===== src/cfb_pkg.sv =====
// Shared types and constants of the checksummed frame builder.
// No dependencies; every other file refers to it by scoped names.
`timescale 1ns / 1ps

package cfb_pkg;

  localparam logic [7:0]  SOF_BYTE        = 8'h5A;
  localparam logic [7:0]  EOF_BYTE        = 8'hAA;
  localparam logic [7:0]  PAY_OFFSET      = 8'h33;
  localparam logic [15:0] FRAME_OVERHEAD  = 16'd12;
  localparam logic [15:0] MAX_FRAME_PAY   = 16'd65523;
  localparam logic [12:0] BLOCK_LEN_RESET = 13'd256;

  localparam int unsigned CFG_ADDR_W = 2;
  localparam int unsigned CFG_DATA_W = 16;

  localparam logic [CFG_ADDR_W-1:0] CFG_STATION_ADDR = 2'd0;
  localparam logic [CFG_ADDR_W-1:0] CFG_FRAGMENT_CMD = 2'd1;
  localparam logic [CFG_ADDR_W-1:0] CFG_BLOCK_LEN    = 2'd2;

  typedef struct packed {
    logic [15:0] station_addr;
    logic [7:0]  fragment_cmd;
    logic [12:0] block_len;
  } cfg_t;

  // One classified transaction: optional header, optional payload byte, optional trailer
  typedef struct packed {
    logic        open;
    logic [15:0] total_len;
    logic [7:0]  seq;
    logic [7:0]  sub;
    logic [7:0]  cmd;
    logic        more;
    logic        has_pay;
    logic [7:0]  pay;
    logic        close;
    logic        last;
    logic        too_long;
  } frame_cmd_t;

  typedef struct packed {
    logic full;
    logic empty;
  } q_status_t;

endpackage


===== src/checksummed_frame_builder_unit.sv =====
// Checksummed frame builder: payload bytes in, framed and summed bytes out.
// Instantiates cfb_front, cfb_queue and cfb_back; depends on cfb_pkg.
//
// Usage:
//   s_axis carries one payload byte per transaction; tuser marks the first
//   byte of a message, whose length, command, sequence and first-frame length
//   ride in tdata. m_axis carries one frame byte per transaction; tlast marks
//   each 0xAA tail, tuser flags the message's last tail and too-long messages.
// The cfg channel writes station address, fragmenting command and block length
//   and is always ready; the user must write it only while the block is idle (not enforced).
// Path: the first byte caused by an input transaction passes through the
//   command queue and then the registered output stage to m_axis.
// Throughput: one output byte per cycle from the back end's byte sequencer,
//   while m_axis_tready is high and a command is queued. A plain payload byte is
//   one output byte; opening a frame adds nine bytes, closing one three, up to 13.
//   The two-entry command queue lets input run ahead by two transactions.
// Reset: clears message state, queue and output stage; config registers
//   return to address 0, command 0, block length 256.
// Stall: when m_axis_tready is low the output holds, the queue fills and
//   s_axis_tready drops.
`timescale 1ns / 1ps

module checksummed_frame_builder_unit #(
  parameter int unsigned MSG_LEN_BITS = 22,
  localparam int unsigned InBits = 8 + MSG_LEN_BITS + 32,
  localparam int unsigned InW    = ((InBits + 7) / 8) * 8
) (
  input  logic                           clk_i,
  input  logic                           rst_ni,
  input  logic                           s_axis_tvalid,
  output logic                           s_axis_tready,
  // data_byte, msg_len, cmd_code, msg_seq, first_len, zero fill
  input  logic [InW-1:0]                 s_axis_tdata,
  // msg_start
  input  logic                           s_axis_tuser,
  output logic                           m_axis_tvalid,
  input  logic                           m_axis_tready,
  // out_byte
  output logic [7:0]                     m_axis_tdata,
  output logic                           m_axis_tlast,
  // msg_end, too_long
  output logic [1:0]                     m_axis_tuser,
  input  logic                           cfg_valid_i,
  output logic                           cfg_ready_o,
  input  logic [cfb_pkg::CFG_ADDR_W-1:0] cfg_addr_i,
  input  logic [cfb_pkg::CFG_DATA_W-1:0] cfg_data_i
);

  localparam int unsigned LenLo = 8;
  localparam int unsigned CmdLo = LenLo + MSG_LEN_BITS;
  localparam int unsigned SeqLo = CmdLo + 8;
  localparam int unsigned FlLo  = SeqLo + 8;

  cfb_pkg::cfg_t       cfg_q, cfg_d;
  cfb_pkg::frame_cmd_t entry, head;
  cfb_pkg::q_status_t  q_status;
  logic                push, pop;

  assign cfg_ready_o = 1'b1;

  always_comb begin
    cfg_d = cfg_q;
    if (cfg_valid_i) begin
      case (cfg_addr_i)
        cfb_pkg::CFG_STATION_ADDR: cfg_d.station_addr = cfg_data_i;
        cfb_pkg::CFG_FRAGMENT_CMD: cfg_d.fragment_cmd = cfg_data_i[7:0];
        cfb_pkg::CFG_BLOCK_LEN:    cfg_d.block_len    = cfg_data_i[12:0];
        default:                   cfg_d = cfg_q;
      endcase
    end
  end

  always_ff @(posedge clk_i or negedge rst_ni) begin
    if (!rst_ni) begin
      cfg_q.station_addr <= '0;
      cfg_q.fragment_cmd <= '0;
      cfg_q.block_len    <= cfb_pkg::BLOCK_LEN_RESET;
    end else begin
      cfg_q <= cfg_d;
    end
  end

  cfb_front #(
    .MSG_LEN_BITS(MSG_LEN_BITS)
  ) u_front (
    .clk_i       (clk_i),
    .rst_ni      (rst_ni),
    .cfg_i       (cfg_q),
    .in_valid_i  (s_axis_tvalid),
    .in_ready_o  (s_axis_tready),
    .data_byte_i (s_axis_tdata[7:0]),
    .msg_start_i (s_axis_tuser),
    .msg_len_i   (s_axis_tdata[LenLo +: MSG_LEN_BITS]),
    .cmd_code_i  (s_axis_tdata[CmdLo +: 8]),
    .msg_seq_i   (s_axis_tdata[SeqLo +: 8]),
    .first_len_i (s_axis_tdata[FlLo +: 16]),
    .q_status_i  (q_status),
    .push_o      (push),
    .entry_o     (entry)
  );

  cfb_queue u_queue (
    .clk_i    (clk_i),
    .rst_ni   (rst_ni),
    .push_i   (push),
    .entry_i  (entry),
    .pop_i    (pop),
    .head_o   (head),
    .status_o (q_status)
  );

  cfb_back u_back (
    .clk_i       (clk_i),
    .rst_ni      (rst_ni),
    .cfg_i       (cfg_q),
    .head_i      (head),
    .q_status_i  (q_status),
    .pop_o       (pop),
    .out_valid_o (m_axis_tvalid),
    .out_ready_i (m_axis_tready),
    .out_byte_o  (m_axis_tdata),
    .frame_end_o (m_axis_tlast),
    .msg_end_o   (m_axis_tuser[0]),
    .too_long_o  (m_axis_tuser[1])
  );

endmodule


===== src/cfb_front.sv =====
// Front end: accepts input transactions, tracks message and frame position,
// and classifies each byte into a frame command. Depends on cfb_pkg.
`timescale 1ns / 1ps

module cfb_front #(
  parameter int unsigned MSG_LEN_BITS = 22
) (
  input  logic                    clk_i,
  input  logic                    rst_ni,
  input  cfb_pkg::cfg_t           cfg_i,
  input  logic                    in_valid_i,
  output logic                    in_ready_o,
  input  logic [7:0]              data_byte_i,
  input  logic                    msg_start_i,
  input  logic [MSG_LEN_BITS-1:0] msg_len_i,
  input  logic [7:0]              cmd_code_i,
  input  logic [7:0]              msg_seq_i,
  input  logic [15:0]             first_len_i,
  input  cfb_pkg::q_status_t      q_status_i,
  output logic                    push_o,
  output cfb_pkg::frame_cmd_t     entry_o
);

  logic [MSG_LEN_BITS-1:0] rem_q, rem_d;
  logic [15:0] frame_left_q, frame_left_d;
  logic [7:0]  sub_q, sub_d, seq_q, seq_d, cmd_q, cmd_d;
  logic        more_q, more_d, split_q, split_d, too_long_q, too_long_d;

  logic        accept;
  logic [31:0] len_x, rem_x;
  logic        split_new, st_more, st_empty, st_close, st_tl;
  logic [15:0] fl0, fl1, st_plen;
  logic [12:0] bl, ct_plen;
  logic        ct_open, ct_more_new, ct_more, ct_close, ct_last;
  logic [7:0]  pay;

  assign in_ready_o = !q_status_i.full;
  assign accept     = in_valid_i && !q_status_i.full;
  assign push_o     = accept && (msg_start_i || (rem_q != '0));

  assign len_x = 32'(msg_len_i);
  assign rem_x = 32'(rem_q);
  assign pay   = data_byte_i + cfb_pkg::PAY_OFFSET;

  assign split_new = (cmd_code_i == cfg_i.fragment_cmd);
  assign fl0       = (first_len_i == 16'd0) ? 16'd1 : first_len_i;
  assign fl1       = (fl0 > cfb_pkg::MAX_FRAME_PAY) ? cfb_pkg::MAX_FRAME_PAY : fl0;
  assign st_more   = split_new && (len_x > 32'(fl1));
  assign st_plen   = st_more ? fl1 : len_x[15:0];
  assign st_empty  = (msg_len_i == '0);
  assign st_close  = st_empty || (split_new ? (st_plen == 16'd1) : (len_x == 32'd1));
  assign st_tl     = !split_new && (len_x > 32'(cfb_pkg::MAX_FRAME_PAY));

  assign bl          = (cfg_i.block_len == 13'd0) ? 13'd1 : cfg_i.block_len;
  assign ct_open     = split_q && (frame_left_q == 16'd0);
  assign ct_more_new = rem_x > 32'(bl);
  assign ct_plen     = ct_more_new ? bl : rem_x[12:0];
  assign ct_more     = ct_open ? ct_more_new : more_q;
  assign ct_close    = split_q ? (ct_open ? (ct_plen == 13'd1) : (frame_left_q == 16'd1))
                               : (rem_x == 32'd1);
  assign ct_last     = split_q ? !ct_more : 1'b1;

  always_comb begin
    entry_o.pay     = pay;
    if (msg_start_i) begin
      entry_o.open      = 1'b1;
      entry_o.total_len = st_plen + cfb_pkg::FRAME_OVERHEAD;
      entry_o.seq       = msg_seq_i;
      entry_o.sub       = 8'd0;
      entry_o.cmd       = cmd_code_i;
      entry_o.more      = st_more;
      entry_o.has_pay   = !st_empty;
      entry_o.close     = st_close;
      entry_o.last      = !st_more;
      entry_o.too_long  = st_tl;
    end else begin
      entry_o.open      = ct_open;
      entry_o.total_len = 16'(ct_plen) + cfb_pkg::FRAME_OVERHEAD;
      entry_o.seq       = seq_q;
      entry_o.sub       = sub_q;
      entry_o.cmd       = cmd_q;
      entry_o.more      = ct_more;
      entry_o.has_pay   = 1'b1;
      entry_o.close     = ct_close;
      entry_o.last      = ct_last;
      entry_o.too_long  = too_long_q;
    end
  end

  always_comb begin
    rem_d        = rem_q;
    frame_left_d = frame_left_q;
    sub_d        = sub_q;
    seq_d        = seq_q;
    cmd_d        = cmd_q;
    more_d       = more_q;
    split_d      = split_q;
    too_long_d   = too_long_q;
    if (push_o) begin
      if (msg_start_i) begin
        rem_d        = st_empty ? '0 : msg_len_i - 1'b1;
        frame_left_d = st_empty ? 16'd0 : st_plen - 16'd1;
        sub_d        = (st_close && st_more) ? 8'd1 : 8'd0;
        seq_d        = msg_seq_i;
        cmd_d        = cmd_code_i;
        more_d       = st_more;
        split_d      = split_new;
        too_long_d   = st_tl;
      end else begin
        rem_d        = rem_q - 1'b1;
        frame_left_d = (ct_open ? 16'(ct_plen) : frame_left_q) - 16'd1;
        more_d       = ct_more;
        sub_d        = sub_q + 8'(ct_close && ct_more);
      end
    end
  end

  always_ff @(posedge clk_i or negedge rst_ni) begin
    if (!rst_ni) begin
      rem_q        <= '0;
      frame_left_q <= '0;
      sub_q        <= '0;
      seq_q        <= '0;
      cmd_q        <= '0;
      more_q       <= 1'b0;
      split_q      <= 1'b0;
      too_long_q   <= 1'b0;
    end else begin
      rem_q        <= rem_d;
      frame_left_q <= frame_left_d;
      sub_q        <= sub_d;
      seq_q        <= seq_d;
      cmd_q        <= cmd_d;
      more_q       <= more_d;
      split_q      <= split_d;
      too_long_q   <= too_long_d;
    end
  end

endmodule


===== src/cfb_queue.sv =====
// Two-entry queue of frame commands between front and back end.
// Depends on cfb_pkg.
`timescale 1ns / 1ps

module cfb_queue (
  input  logic                clk_i,
  input  logic                rst_ni,
  input  logic                push_i,
  input  cfb_pkg::frame_cmd_t entry_i,
  input  logic                pop_i,
  output cfb_pkg::frame_cmd_t head_o,
  output cfb_pkg::q_status_t  status_o
);

  cfb_pkg::frame_cmd_t mem_q [2];
  logic       wr_ptr_q, wr_ptr_d, rd_ptr_q, rd_ptr_d;
  logic [1:0] count_q, count_d;

  assign head_o         = mem_q[rd_ptr_q];
  assign status_o.full  = (count_q == 2'd2);
  assign status_o.empty = (count_q == 2'd0);

  always_comb begin
    wr_ptr_d = wr_ptr_q ^ push_i;
    rd_ptr_d = rd_ptr_q ^ pop_i;
    count_d  = count_q + 2'(push_i) - 2'(pop_i);
  end

  always_ff @(posedge clk_i) begin
    if (push_i) begin
      mem_q[wr_ptr_q] <= entry_i;
    end
  end

  always_ff @(posedge clk_i or negedge rst_ni) begin
    if (!rst_ni) begin
      wr_ptr_q <= 1'b0;
      rd_ptr_q <= 1'b0;
      count_q  <= 2'd0;
    end else begin
      wr_ptr_q <= wr_ptr_d;
      rd_ptr_q <= rd_ptr_d;
      count_q  <= count_d;
    end
  end

endmodule


===== src/cfb_back.sv =====
// Back end: expands frame commands into bytes, keeps the running sum,
// and drives the registered output stage. Depends on cfb_pkg.
`timescale 1ns / 1ps

module cfb_back (
  input  logic                clk_i,
  input  logic                rst_ni,
  input  cfb_pkg::cfg_t       cfg_i,
  input  cfb_pkg::frame_cmd_t head_i,
  input  cfb_pkg::q_status_t  q_status_i,
  output logic                pop_o,
  output logic                out_valid_o,
  input  logic                out_ready_i,
  output logic [7:0]          out_byte_o,
  output logic                frame_end_o,
  output logic                msg_end_o,
  output logic                too_long_o
);

  typedef enum logic [3:0] {
    ST_FIRST, ST_SOF, ST_LEN_LO, ST_LEN_HI, ST_ADR_LO, ST_ADR_HI, ST_SEQ, ST_SUB,
    ST_CMD, ST_FLAGS, ST_PAY, ST_SUM_LO, ST_SUM_HI, ST_TAIL
  } step_e;

  step_e       step_q, step_d, cur, nxt;
  logic [15:0] sum_q, sum_d;
  logic        valid_q, valid_d;
  logic [7:0]  byte_q, byte_d, b;
  logic        fe_q, fe_d, me_q, me_d, tl_q, tl_d;
  logic        adv, emit;

  assign adv   = !valid_q || out_ready_i;
  assign emit  = adv && !q_status_i.empty;
  assign cur   = (step_q == ST_FIRST) ? (head_i.open ? ST_SOF : ST_PAY) : step_q;
  assign pop_o = emit && (nxt == ST_FIRST);

  always_comb begin
    case (cur)
      ST_SOF:    b = cfb_pkg::SOF_BYTE;
      ST_LEN_LO: b = head_i.total_len[7:0];
      ST_LEN_HI: b = head_i.total_len[15:8];
      ST_ADR_LO: b = cfg_i.station_addr[7:0];
      ST_ADR_HI: b = cfg_i.station_addr[15:8];
      ST_SEQ:    b = head_i.seq;
      ST_SUB:    b = head_i.sub;
      ST_CMD:    b = head_i.cmd;
      ST_FLAGS:  b = {7'd0, head_i.more};
      ST_PAY:    b = head_i.pay;
      ST_SUM_LO: b = sum_q[7:0];
      ST_SUM_HI: b = sum_q[15:8];
      ST_TAIL:   b = cfb_pkg::EOF_BYTE;
      default:   b = 8'd0;
    endcase
  end

  always_comb begin
    case (cur)
      ST_SOF:    nxt = ST_LEN_LO;
      ST_LEN_LO: nxt = ST_LEN_HI;
      ST_LEN_HI: nxt = ST_ADR_LO;
      ST_ADR_LO: nxt = ST_ADR_HI;
      ST_ADR_HI: nxt = ST_SEQ;
      ST_SEQ:    nxt = ST_SUB;
      ST_SUB:    nxt = ST_CMD;
      ST_CMD:    nxt = ST_FLAGS;
      ST_FLAGS:  nxt = head_i.has_pay ? ST_PAY : ST_SUM_LO;
      ST_PAY:    nxt = head_i.close ? ST_SUM_LO : ST_FIRST;
      ST_SUM_LO: nxt = ST_SUM_HI;
      ST_SUM_HI: nxt = ST_TAIL;
      default:   nxt = ST_FIRST;
    endcase
  end

  always_comb begin
    step_d  = step_q;
    sum_d   = sum_q;
    valid_d = valid_q;
    byte_d  = byte_q;
    fe_d    = fe_q;
    me_d    = me_q;
    tl_d    = tl_q;
    if (adv) begin
      valid_d = !q_status_i.empty;
    end
    if (emit) begin
      step_d = nxt;
      byte_d = b;
      fe_d   = (cur == ST_TAIL);
      me_d   = (cur == ST_TAIL) && head_i.last;
      tl_d   = head_i.too_long;
      if (cur == ST_SOF) begin
        sum_d = 16'(cfb_pkg::SOF_BYTE);
      end else if (cur != ST_SUM_LO && cur != ST_SUM_HI && cur != ST_TAIL) begin
        sum_d = sum_q + 16'(b);
      end
    end
  end

  always_ff @(posedge clk_i or negedge rst_ni) begin
    if (!rst_ni) begin
      step_q  <= ST_FIRST;
      sum_q   <= '0;
      valid_q <= 1'b0;
      byte_q  <= '0;
      fe_q    <= 1'b0;
      me_q    <= 1'b0;
      tl_q    <= 1'b0;
    end else begin
      step_q  <= step_d;
      sum_q   <= sum_d;
      valid_q <= valid_d;
      byte_q  <= byte_d;
      fe_q    <= fe_d;
      me_q    <= me_d;
      tl_q    <= tl_d;
    end
  end

  assign out_valid_o = valid_q;
  assign out_byte_o  = byte_q;
  assign frame_end_o = fe_q;
  assign msg_end_o   = me_q;
  assign too_long_o  = tl_q;

endmodule

===== config.mk =====
export PLATFORM = sky130hd
export DESIGN_NAME = checksummed_frame_builder_unit
export DESIGN_NICKNAME = d
export VERILOG_FILES = /design/src/cfb_pkg.sv /design/src/checksummed_frame_builder_unit.sv /design/src/cfb_front.sv /design/src/cfb_queue.sv /design/src/cfb_back.sv
export SDC_FILE = /design/constraint.sdc
export NUM_CORES = 1
export LEC_CHECK = 0
export BUFFER_PORTS_ARGS = -buffer_cell sky130_fd_sc_hd__buf_4
export CORE_MARGIN = 4
export CORE_UTILIZATION = 56
export CTS_CLUSTER_SIZE = 25
export DETAILED_ROUTE_END_ITERATION = 8
export HOLD_SLACK_MARGIN = 0.12
export MAX_ROUTING_LAYER = met4
export PLACE_DENSITY = 0.78
export RECOVER_POWER = 25
export SYNTH_ARGS = -nofsm -noshare
export SYNTH_HDL_FRONTEND = slang
export SYNTH_SLANG_ARGS = --single-unit

===== constraint.sdc =====
create_clock -name clk_i -period 3.7 [get_ports clk_i]
set_input_delay 0.37 -clock clk_i [delete_from_list [all_inputs] [get_ports clk_i]]
set_output_delay 0.37 -clock clk_i [all_outputs]
set_load 0.01 [all_outputs]

==> flow_metrics.py <==
metrics = {
    "floorplanning": {
        "initial_core_util": 0.570,
        "io_pins": 102,
        "fp.dieW_um": 171,
        "core_area_um2": 26100,
        "die-area_um2": 29300,
        "die_h_um": 171,
        "rows": 59,
    },
    "setup_path": {
        "endpoint_kind": "flop",
        "reg2reg_depth": 20,
        "critPathLaunchType": "flop",
        "r2r_setup_slack_ns": -0.21,
        "worstPathMaxFanout": 4,
        "reg2reg_from": "cfg_q[8]",
        "cp_data_arrival_time_ns": 4.29,
        "crit_end": "u_front.sub_q[5]",
        "rr_endpoint": "u_front.sub_q[5]",
        "criticalPathCategory": "flop to flop",
        "startpoint": "cfg_q[8]",
        "critical_path_required_ns": 4.09,
    },
    "synthesis": {
        "ys_seq_area_frac": 0.450,
        "syn_avg_cell_area_um2": 9.85,
        "ys_ff_latch": 246,
        "async_flop_share": 0.561,
        "ys_warn_count": 0,
        "synth_cell_type_count": 76,
        "synth-edff-count": 108,
        "synthCells": 1512,
        "synthesis.nets": 1654,
        "synthFlopType": "dfrtp_1",
        "syn_area_um2": 14900,
    },
    "timing": {
        "fin_skew_ns": 0.0130,
        "min_period_ns": 3.91,
        "slew_viol_final": 81,
        "finalCritPeriodShare": 1.06,
        "setup_tns_ns": -1.25,
        "slew_headroom": -0.425,
        "fmax_ghz": 0.256,
        "finalHoldViolCount": 0,
        "tightest_slew_ns": 2.14,
        "fin_ws_ns": -0.206,
        "rsz0062_at_grt": "yes",
        "setup_viol": 13,
    },
    "route": {
        "drt-initial-drc-count": 1580,
        "wl_per_cell_um": 23.6,
        "antenna_left": 0,
        "drc": 0,
        "drt-total-wl_mm": 53.4,
        "firstDrtPassIters": 6,
        "vias": 14200,
        "vias_per_cell": 6.27,
    },
    "run_status": {
        "failed_checks": "max-capacitance violations, max-slew violations, negative setup slack",
        "outcome": "finished with violations",
    },
    "global_routing": {
        "antenna_found_initial": 1,
        "grt.total_usage": 0.361,
        "grt_overflow_total": 0,
        "grt_pass1_wl_mm": 80.0,
        "grt_max_degree": 82,
        "grt_pass1_vias": 13800,
    },
    "final_layout": {
        "final_cell_area_um2": 20400,
        "drive_gt1_frac": 0.346,
        "layout_commonest_cell": "buf_4",
        "layout_common_cells": "359 x buf_4, 158 x nand2_1, 133 x dfrtp_1, 108 x edfxtp_1, 95 x nor2_1",
        "fin_util": 0.780,
        "regArea_um2": 6700,
        "nets": 2044,
        "multiInputGateArea_um2": 8650,
        "fillerInstances": 1715,
        "area_delta_synth_final_pct": 36.8,
    },
    "place": {
        "dpl_cell_area_um2": 18000,
        "place_hpwl_mm": 38.0,
        "gp_congestion": 1.03,
        "numPortBuffers": 98,
    },
    "pwr": {
        "internal_power_uw": 8770,
        "peakVddDrop_mv": 0.721,
        "fin_total_pwr_uw": 14300,
        "p_seq_frac": 0.303,
        "power_frac_clock": 0.194,
        "p_switching_uw": 5540,
        "swShare": 0.387,
        "power_frac_comb": 0.503,
        "power_density_nw_per_um2": 702,
        "p_leak_uw": 0.00835,
    },
    "clock_network": {
        "path_clk_slew_ns": 0.06,
        "clockRootBuffer": "clkbuf_16",
        "clock_latency_ns": 0.55,
        "htreeDepth": 1,
        "cts_made_buffers": 27,
        "cts_sinks": 246,
        "cts.path.max_buffers": 3,
        "cts_tree": "done",
    },
    "job": {
        "maxCapViolations": 1,
    },
    "worst_hold_path": {
        "hold_path_class": "input port to flop",
    },
}
-- logic make-up (layout without fill, tap and decap cells) --
group,Yosys count,in the layout,share of synthesized area
buf+inv,136,547,0.0365
flops,246,246,0.450
simple gates,518,518,0.172
mux,144,144,0.103
xor+xnor,108,108,0.0635
fa+ha+maj,54,54,0.0459
other cells,1,2,0.000252
compound gates,305,305,0.130
-- power groups by stage --
stage / logic (µW) / clock network, µW / registers, µW
2_1_floorplan: 3360 / 0 / 4210
3_3_place_gp: 5720 / 0 / 4240
3_5_place_dp: 5930 / 0 / 4290
4_1_cts: 6310 / 2780 / 4270
5_1_grt: 7690 / 2890 / 4390
6_report: 7190 / 2780 / 4340
-- per-stage QoR --
| step | hold WS (ns) | setup slack (ns) | cells |
|---|---|---|---|
| 3_3_place_gp | 0.453 | -0.917 | 2142 |
| 4_1_cts | 0.125 | -0.202 | 2233 |
| 5_1_grt | 0.131 | -0.381 | 2259 |
| 6_report | 0.127 | -0.206 | 2259 |
| 2_1_floorplan | 0.0744 | -0.944 | 1512 |
| 3_5_place_dp | 0.460 | -0.957 | 2142 |
-- critical path: stages, from the launching register on --
cell      delay [ns]
dfstp_2         0.56
nor4_4          0.06
a41o_1          0.28
ha_4            0.17
nand2b_4        0.14
a211oi_4        0.27
o31ai_4         0.10
a21oi_4         0.24
buf_6           0.15
nor3_4          0.04
a311oi_4        0.34
o211ai_4        0.14
nor2_2          0.11
a41oi_2         0.18
nor2_2          0.25
ha_4            0.21
nand3_4         0.07
nor2_4          0.13
nand3_2         0.08
xor2_1          0.16
nor2_1          0.06
-- state kept, by name (all words and copies together) (netlist names), 2 cells and up --
register	cells
u_queue.mem_q	108
u_front.cmd_q	8
u_queue.count_q	2
u_front.seq_q	8
cfg_q	37
u_front.sub_q	8
u_front.frame_left_q	16
u_back.sum_q	16
u_back.step_q	4
u_back.out_byte_o	8
u_front.rem_q	22
-- cell type report --
type / instances / share of cell area
antenna: 1 / 0.000123
clock buffer: 34 / 0.0344
clock inverter: 16 / 0.00970
inverter: 59 / 0.0111
multi-input combinational: 1130 / 0.425
sequential: 246 / 0.329
tap: 335 / 0.0206
timing repair buffer: 438 / 0.170
-- Yosys cell counts (6+ instances only) --
| cell | number | area, µm² |
|---|---|---|
| nand4_1 | 14 | 87.6 |
| nand3b_1 | 6 | 45.0 |
| o211ai_1 | 18 | 135 |
| buf_2 | 14 | 70.1 |
| o21a_1 | 9 | 67.6 |
| edfxtp_1 | 108 | 3240 |
| mux2_2 | 73 | 822 |
| and2_1 | 8 | 50.1 |
| dfrtp_1 | 137 | 3430 |
| nand2b_1 | 17 | 106 |
| xnor2_1 | 71 | 622 |
| xor2_1 | 37 | 324 |
| a221oi_1 | 6 | 52.6 |
| nor4_1 | 22 | 138 |
| o31ai_1 | 6 | 45.0 |
| nor3_1 | 56 | 280 |
| a22oi_1 | 9 | 67.6 |
| nand2_1 | 168 | 631 |
| buf_1 | 10 | 37.5 |
| inv_1 | 58 | 218 |
| nor2b_1 | 16 | 100 |
| o22ai_1 | 12 | 75.1 |
| mux2i_1 | 71 | 711 |
| o221ai_1 | 12 | 105 |
| a21oi_1 | 74 | 370 |
| clkbuf_1 | 48 | 180 |
| nand3_1 | 36 | 180 |
| ha_1 | 53 | 663 |
| a21o_1 | 6 | 45.0 |
| nor2_1 | 109 | 409 |
| o21ai_0 | 98 | 490 |
| or3_1 | 16 | 100 |
| or2_2 | 8 | 50.1 |
| or4_1 | 14 | 105 |
-- worst min-delay path by stage --
stage / cells past startpoint / to / startpoint
floorplan: 0 / cfg_q[0] / rst_ni
global placement: 2 / u_front.seq_q[1] / u_front.seq_q[1]
detailed placement: 2 / u_front.too_long_q / u_front.too_long_q
CTS: 2 / cfg_q[3] / cfg_data_i[3]
global route: 2 / cfg_q[25] / cfg_data_i[4]
finish: 2 / cfg_q[3] / cfg_data_i[3]
-- routing by layer --
layer	vias up	GRT usage	share of wire
met4	0	0.0992	0.040
met3	167	0.0508	0.095
met2	843	0.573	0.47
met1	6854	0.493	0.40
li1	6289	-	-
met5	-	-	0
-- timing repair --
action | 4_1_cts | 5_1_grt
cloned | 0 | 1
pin swaps | 57 | 70
endpoints found under the hold margin | 108 | 0
hold buffers | 25 | 0
buffers inserted | 16 | 27
gates resized for setup | 100 | 113
endpoints found under the setup margin | 43 | 61
No activity file was read; power rests on OpenSTA's default activity.
